### config.mk
export PLATFORM = sky130hd
export DESIGN_NAME = weighted_round_robin_credit_scheduler_core
export DESIGN_NICKNAME = d
export VERILOG_FILES = /design/src/wrrcs_pkg.sv /design/src/wrrcs_ram.sv /design/src/wrrcs_credit_bank.sv /design/src/weighted_round_robin_credit_scheduler_core.sv
export SDC_FILE = /design/constraint.sdc
export NUM_CORES = 1
export LEC_CHECK = 0
export ABC_AREA = 1
export BUFFER_PORTS_ARGS = -buffer_cell sky130_fd_sc_hd__buf_2
export CORE_ASPECT_RATIO = 0.8
export CORE_MARGIN = 2
export CORE_UTILIZATION = 55
export DETAILED_ROUTE_END_ITERATION = 10
export HOLD_SLACK_MARGIN = 0.08
export PLACE_DENSITY = 0.75
export SYNTH_ARGS = -nofsm -noshare
export SYNTH_HDL_FRONTEND = slang
export SYNTH_HIERARCHICAL = 1
export SYNTH_SLANG_ARGS = --single-unit
### constraint.sdc
create_clock -name clock -period 4.4 [get_ports clock]
set_input_delay 0.44 -clock clock [delete_from_list [all_inputs] [get_ports clock]]
set_output_delay 0.44 -clock clock [all_outputs]
set_load 0.05 [all_outputs]
### src/wrrcs_pkg.sv
package wrrcs_pkg;

   // Field widths of the item channels.
   localparam int MASK_W   = 8;
   localparam int PRIO_W   = 16;
   localparam int SLOT_W   = 3;

   // Credit storage.
   localparam int CREDIT_W  = 4;
   localparam int MAX_SLOTS = 64;
   localparam int ADDR_W    = 6;

   // One write into the credit store.
   typedef struct packed {
      logic                en;
      logic [ADDR_W-1:0]   addr;
      logic [CREDIT_W-1:0] data;
   } credit_wr_type;

   // Refill weight of a priority; the top code behaves like priority 2.
   function automatic logic [CREDIT_W-1:0] weight_of(input logic [1:0] prio);
      logic [CREDIT_W-1:0] w;
      case (prio)
         2'd0:    w = CREDIT_W'(1);
         2'd1:    w = CREDIT_W'(3);
         default: w = CREDIT_W'(9);
      endcase
      return w;
   endfunction

endpackage

### src/wrrcs_ram.sv
module wrrcs_ram #(
   parameter int WIDTH = 4,
   parameter int DEPTH = 8,
   localparam int AW   = (DEPTH > 1) ? $clog2(DEPTH) : 1
) (
   input  logic             clock,
   input  logic             wr_en,
   input  logic [AW-1:0]    wr_addr,
   input  logic [WIDTH-1:0] wr_data,
   input  logic [AW-1:0]    rd_addr,
   output logic [WIDTH-1:0] rd_data
);

   logic [WIDTH-1:0] mem_ff [DEPTH];
   logic [WIDTH-1:0] rd_data_ff;

   always_ff @(posedge clock) begin
      if (wr_en) begin
         mem_ff[wr_addr] <= wr_data;
      end
      rd_data_ff <= mem_ff[rd_addr];
   end

   assign rd_data = rd_data_ff;

endmodule

### src/wrrcs_credit_bank.sv
module wrrcs_credit_bank
   import wrrcs_pkg::*;
#(
   parameter int SLOTS = 8,
   localparam int IW   = $clog2(SLOTS)
) (
   input  logic                clock,
   input  logic                reset,
   input  credit_wr_type       wr,
   input  logic [IW-1:0]       rd_addr,
   input  logic [IW-1:0]       chk_addr,
   output logic [CREDIT_W-1:0] credit
);

   // Entries that were never written since reset read as zero credit.
   logic [SLOTS-1:0]    valid_ff;
   logic [SLOTS-1:0]    valid_in;
   logic [CREDIT_W-1:0] rd_data;

   wrrcs_ram #(
      .WIDTH (CREDIT_W),
      .DEPTH (SLOTS)
   ) u_ram (
      .clock   (clock),
      .wr_en   (wr.en),
      .wr_addr (wr.addr[IW-1:0]),
      .wr_data (wr.data),
      .rd_addr (rd_addr),
      .rd_data (rd_data)
   );

   always_comb begin
      valid_in = valid_ff;
      if (wr.en) begin
         valid_in[wr.addr[IW-1:0]] = 1'b1;
      end
   end

   always_ff @(posedge clock) begin
      if (reset) begin
         valid_ff <= '0;
      end else begin
         valid_ff <= valid_in;
      end
   end

   assign credit = valid_ff[chk_addr] ? rd_data : '0;

endmodule

### src/weighted_round_robin_credit_scheduler_core.sv
// Weighted round-robin credit scheduler, evaluated once per timer tick.
//
// Input channel (req_*): one item per tick carries the live mask, the ready mask
// and two priority bits per slot. The block raises req_stall from the cycle after
// it takes an item until that item's result has been handed to the output register.
// Result channel (rsp_*): one item per input item with the granted slot, the idle
// flag and a flag that tells whether credits were refilled during this tick.
// Timing: a single sequencer walks the credit memory one slot per cycle, reading
// one entry and checking the entry read in the cycle before. A tick runs a search
// pass that stops at the first hit; after a miss, a refill pass visits every slot
// and writes the weight of each live one, a second search pass follows, and the
// result is then loaded into the output register. The single memory read port
// sets this pace.
// Reset clears the credit valid bits at once, so every credit reads as zero and the
// last granted slot is slot zero; no clearing pass is needed.
// When the receiver stalls, the result stays in the output register; the block still
// takes and works on the next item and holds its result until the register is free.
module weighted_round_robin_credit_scheduler_core
   import wrrcs_pkg::*;
#(
   parameter int SLOTS = 8
) (
   input  logic              clock,
   input  logic              reset,

   input  logic              req_valid,
   output logic              req_stall,
   input  logic [MASK_W-1:0] req_live_mask,
   input  logic [MASK_W-1:0] req_ready_mask,
   input  logic [PRIO_W-1:0] req_priority_vector,

   output logic              rsp_valid,
   input  logic              rsp_stall,
   output logic [SLOT_W-1:0] rsp_chosen_slot,
   output logic              rsp_run_idle,
   output logic              rsp_new_round
);

   localparam int IW = $clog2(SLOTS);
   localparam int CW = $clog2(SLOTS + 1);

   typedef enum logic [1:0] {
      S_IDLE,
      S_SCAN,
      S_REFILL,
      S_PUSH
   } state_type;

   // Advance a slot index circularly.
   function automatic logic [IW-1:0] wrap_inc(input logic [IW-1:0] p);
      return (p == IW'(SLOTS - 1)) ? '0 : p + IW'(1);
   endfunction

   state_type             state_ff, state_in;

   // Latched tick inputs, widened to the slot count. Slots beyond the mask
   // width are never live and have priority zero.
   logic [SLOTS-1:0]      live_ff, live_in;
   logic [SLOTS-1:0]      elig_ff, elig_in;
   logic [2*SLOTS-1:0]    prio_ff, prio_in;

   logic [IW-1:0]         last_ff, last_in;
   logic [IW-1:0]         ptr_ff, ptr_in;
   logic [CW-1:0]         cnt_ff, cnt_in;
   logic                  chk_vld_ff, chk_vld_in;
   logic [IW-1:0]         chk_idx_ff, chk_idx_in;
   logic                  refilled_ff, refilled_in;

   logic [SLOT_W-1:0]     res_slot_ff, res_slot_in;
   logic                  res_idle_ff, res_idle_in;

   logic                  rsp_valid_ff, rsp_valid_in;
   logic [SLOT_W-1:0]     rsp_slot_ff, rsp_slot_in;
   logic                  rsp_idle_ff, rsp_idle_in;
   logic                  rsp_round_ff, rsp_round_in;

   logic [MAX_SLOTS-1:0]   live_wide;
   logic [MAX_SLOTS-1:0]   ready_wide;
   logic [2*MAX_SLOTS-1:0] prio_wide;
   logic [ADDR_W-1:0]      chk_wide;

   credit_wr_type         credit_wr;
   logic [CREDIT_W-1:0]   credit;
   logic                  accept;
   logic                  hit;
   logic                  pass_done;
   logic                  out_free;

   assign live_wide  = MAX_SLOTS'(req_live_mask);
   assign ready_wide = MAX_SLOTS'(req_ready_mask);
   assign prio_wide  = (2*MAX_SLOTS)'(req_priority_vector);
   assign chk_wide   = ADDR_W'(chk_idx_ff);

   wrrcs_credit_bank #(
      .SLOTS (SLOTS)
   ) u_bank (
      .clock    (clock),
      .reset    (reset),
      .wr       (credit_wr),
      .rd_addr  (ptr_ff),
      .chk_addr (chk_idx_ff),
      .credit   (credit)
   );

   assign req_stall = (state_ff != S_IDLE);
   assign accept    = req_valid && !req_stall;

   // The check stage looks at the entry read in the cycle before. A pass is over
   // once every slot has been read and the last one has been checked.
   assign hit       = (state_ff == S_SCAN) && chk_vld_ff && elig_ff[chk_idx_ff]
                      && (credit != '0);
   assign pass_done = !chk_vld_ff && (cnt_ff == CW'(SLOTS));
   assign out_free  = !rsp_valid_ff || !rsp_stall;

   always_comb begin
      state_in     = state_ff;
      live_in      = live_ff;
      elig_in      = elig_ff;
      prio_in      = prio_ff;
      last_in      = last_ff;
      ptr_in       = ptr_ff;
      cnt_in       = cnt_ff;
      chk_vld_in   = 1'b0;
      chk_idx_in   = chk_idx_ff;
      refilled_in  = refilled_ff;
      res_slot_in  = res_slot_ff;
      res_idle_in  = res_idle_ff;
      rsp_valid_in = rsp_valid_ff && rsp_stall;
      rsp_slot_in  = rsp_slot_ff;
      rsp_idle_in  = rsp_idle_ff;
      rsp_round_in = rsp_round_ff;
      credit_wr    = '0;

      unique case (state_ff)
         S_IDLE: begin
            if (accept) begin
               live_in     = live_wide[SLOTS-1:0];
               elig_in     = live_wide[SLOTS-1:0] & ready_wide[SLOTS-1:0];
               prio_in     = prio_wide[2*SLOTS-1:0];
               ptr_in      = wrap_inc(last_ff);
               cnt_in      = '0;
               refilled_in = 1'b0;
               state_in    = S_SCAN;
            end
         end
         S_SCAN: begin
            if (hit) begin
               // Grant: spend one credit and remember the slot for the next tick.
               credit_wr.en   = 1'b1;
               credit_wr.addr = chk_wide;
               credit_wr.data = credit - CREDIT_W'(1);
               last_in        = chk_idx_ff;
               res_slot_in    = chk_wide[SLOT_W-1:0];
               res_idle_in    = 1'b0;
               state_in       = S_PUSH;
            end else if (pass_done) begin
               if (!refilled_ff) begin
                  ptr_in   = '0;
                  state_in = S_REFILL;
               end else begin
                  res_slot_in = '0;
                  res_idle_in = 1'b1;
                  state_in    = S_PUSH;
               end
            end else if (cnt_ff != CW'(SLOTS)) begin
               // Issue the read of the slot at the pointer.
               chk_vld_in = 1'b1;
               chk_idx_in = ptr_ff;
               ptr_in     = wrap_inc(ptr_ff);
               cnt_in     = cnt_ff + CW'(1);
            end
         end
         S_REFILL: begin
            credit_wr.en   = live_ff[ptr_ff];
            credit_wr.addr = ADDR_W'(ptr_ff);
            credit_wr.data = weight_of(prio_ff[2*ptr_ff +: 2]);
            if (ptr_ff == IW'(SLOTS - 1)) begin
               ptr_in      = wrap_inc(last_ff);
               cnt_in      = '0;
               refilled_in = 1'b1;
               state_in    = S_SCAN;
            end else begin
               ptr_in = wrap_inc(ptr_ff);
            end
         end
         S_PUSH: begin
            if (out_free) begin
               rsp_valid_in = 1'b1;
               rsp_slot_in  = res_slot_ff;
               rsp_idle_in  = res_idle_ff;
               rsp_round_in = refilled_ff;
               state_in     = S_IDLE;
            end
         end
         default: begin
            state_in = S_IDLE;
         end
      endcase
   end

   always_ff @(posedge clock) begin
      if (reset) begin
         state_ff     <= S_IDLE;
         last_ff      <= '0;
         chk_vld_ff   <= 1'b0;
         rsp_valid_ff <= 1'b0;
      end else begin
         state_ff     <= state_in;
         last_ff      <= last_in;
         chk_vld_ff   <= chk_vld_in;
         rsp_valid_ff <= rsp_valid_in;
      end
      live_ff      <= live_in;
      elig_ff      <= elig_in;
      prio_ff      <= prio_in;
      ptr_ff       <= ptr_in;
      cnt_ff       <= cnt_in;
      chk_idx_ff   <= chk_idx_in;
      refilled_ff  <= refilled_in;
      res_slot_ff  <= res_slot_in;
      res_idle_ff  <= res_idle_in;
      rsp_slot_ff  <= rsp_slot_in;
      rsp_idle_ff  <= rsp_idle_in;
      rsp_round_ff <= rsp_round_in;
   end

   assign rsp_valid       = rsp_valid_ff;
   assign rsp_chosen_slot = rsp_slot_ff;
   assign rsp_run_idle    = rsp_idle_ff;
   assign rsp_new_round   = rsp_round_ff;

   // The idle task only runs after a refill pass has also found nothing.
   a_idle_after_refill: assert property (@(posedge clock) disable iff (reset)
      rsp_valid && rsp_run_idle |-> rsp_new_round)
      else $error("idle result without a refill");

   // An idle result always reports slot zero.
   a_idle_slot_zero: assert property (@(posedge clock) disable iff (reset)
      rsp_valid && rsp_run_idle |-> rsp_chosen_slot == '0)
      else $error("idle result with a nonzero slot");

   // A grant only goes to a live slot.
   a_grant_live: assert property (@(posedge clock) disable iff (reset)
      hit |-> live_ff[chk_idx_ff])
      else $error("grant to a slot that is not live");

   // A taken item always starts with a search pass.
   a_accept_scans: assert property (@(posedge clock) disable iff (reset)
      accept |=> state_ff == S_SCAN)
      else $error("accepted item did not start a search");

endmodule

==> flow_summary.ini <==
[outcome]
status = complete, no violations

[detailed_routing]
vias = 3341
vias_per_cell = 5.12
drc = 0
drtIter0Drc = 316
firstDrtPassIters = 5
routed_wl_um = 9160
detail_route.wl_per_cell_um = 14.0
ant_nets = 0

[placement]
portBuffers = 42
dpl.hpwl_um = 6760
place_area_mm2 = 0.00502
globalplace.congestion = 0.892

[finish]
fillers = 739
mostFrequentLayoutCell = nand2_1
multiInputGateArea_mm2 = 0.00138
area_growth_pct = 10.1
fin_nets = 584
antenna_cells = 0
drive_gt1_frac = 0.144
layout_common_cells = nand2_1, inv_1, edfxtp_1
final-seq-area_mm2 = 0.00290
final_cell_area_mm2 = 0.00519

[power]
ir_drop_mv = 0.280
power_switching_mw = 1.08
power.internal_mw = 1.75
p_clk_frac = 0.185
p_leak_nw = 2.30
seq_power_share = 0.498
total_power_mw = 2.83
power_density_mw_per_mm2 = 546
p_sw_frac = 0.381
combPwrFrac = 0.317

[sta]
timing_worst_slew_pin_value_ns = 1.14
finalClockSkew_ns = 0.0138
hold_viol = 0
setup_viol = 0
period_share = 0.784
post-route-min-period_ns = 3.45
tns_ns = 0
hold_ws_ns = 0.244
rsz0062_at_grt = no
fmax_mhz = 290
slew_violations = 0
slew_headroom = 0.238

[grt]
grt_use_total = 0.216
grt_overflow = 0
grt_max_degree = 33
antenna_found_initial = 0
grt_pass1_wl_um = 15300
grt_pass1_vias = 3177

[setup_path]
r2r_slack_ns = 0.95
worstSetupStartpoint = chk_idx_ff[0]
crit_family = simple AND/OR/NAND/NOR gates
crit_end = u_bank/u_ram/mem_ff[4][1]
required_ns = 4.42
arrival_ns = 3.48
endpoint_kind = register
r2r.worst_path.cells = 15
crit_path_start_kind = register
r2r_end = u_bank/u_ram/mem_ff[4][1]
reg2reg_from = chk_idx_ff[0]
path_max_fanout = 11
cpMostUsedCell = nand2_1
slowest_delay_ns = 0.60
path_depth = 15
cp_cell_sequence = inv_2, nand2_1, nand3_1, nand3_2, nand2_2, nor2_1, inv_1, ha_1, a21oi_1, nand3_4, inv_2, nand2_1, o22ai_1, nand2_1, nor2_1
path_class = register to register
cp_num_buf_inv = 3
crit_slowest_cell = edfxtp_1

[cts]
ctsHoldBuffers = 0
cts.sinks = 103
cts_resized = 0
cts_made_buffers = 9
cts-root-buf = clkbuf_8
cts-htree-levels = 3
clkTransAtPathRegs_ns = 0.10
cts_buffer_depth = 2
cts_tree = yes
insertion_delay_ns = 0.36
cts_setup_buffers = 0

[die]
rows = 30
die_w_um = 108
core_area_mm2 = 0.00841
die-area_mm2 = 0.00933
die_h_um = 86.8
start_util = 0.561
ios = 43

[job]
drv_cap = 0

[hold_path]
min-delay-start = req_priority_vector[1]
hp-class = input pin to register

[logic_synthesis]
syn_inst = 488
syn-cell-area_mm2 = 0.00471
yosysWarnings = 6
synth_area_per_cell_um2 = 9.66
syn_nets = 537
## power by group through the flow
stage	sequential [mW]	combinational, mW	clock (mW)
floorplan	1.37	0.710	0
global placement	1.43	0.866	0
detailed placement	1.43	0.891	0
CTS	1.41	0.894	0.533
global route	1.43	1.02	0.570
finish	1.41	0.899	0.523
## worst min path at each step
stage	cells past startpoint	end
floorplan	0	rsp_chosen_slot[0]
CTS	1	prio_ff[1]
finish	1	prio_ff[1]
global route	1	prio_ff[2]
global placement	0	rsp_chosen_slot[2]
detailed placement	0	rsp_run_idle
## cell type report
cell class / count / share of cell area
Sequential cell: 103 / 0.559
Inverter: 100 / 0.0728
Multi-Input combinational cell: 278 / 0.266
Timing Repair Buffer: 43 / 0.0420
Clock inverter: 7 / 0.00892
Tap cell: 112 / 0.0270
Clock buffer: 9 / 0.0239
## sequential cells by signal, summed over array words and instances, names as in the netlist
signal	cells
res_slot_ff	3
live_ff	8
cnt_ff	4
rsp_new_round	1
last_ff	3
prio_ff	16
ptr_ff	3
state_ff	2
chk_idx_ff	3
elig_ff	8
refilled_ff	1
rsp_valid	1
u_bank/valid_ff	8
rsp_run_idle	1
res_idle_ff	1
u_bank/u_ram/rd_data	4
chk_vld_ff	1
u_bank/u_ram/mem_ff	32
rsp_chosen_slot	3
## stage by stage
step	worst slack, ns	std cells	util
floorplan	1.60	488	-
finish	0.948	652	0.617
global route	0.717	652	0.617
detailed placement	1.09	636	0.597
global placement	1.32	636	0.597
CTS	1.05	652	0.617
## layer usage
layer	GRT usage	part of all wire	vias up
met5	0	0	-
met4	0.0466	0.0085	0
met3	0.0429	0.055	8
met2	0.345	0.46	118
met1	0.311	0.48	1545
li1	-	-	1670
Note: power is estimated with default switching activity, not from simulation.
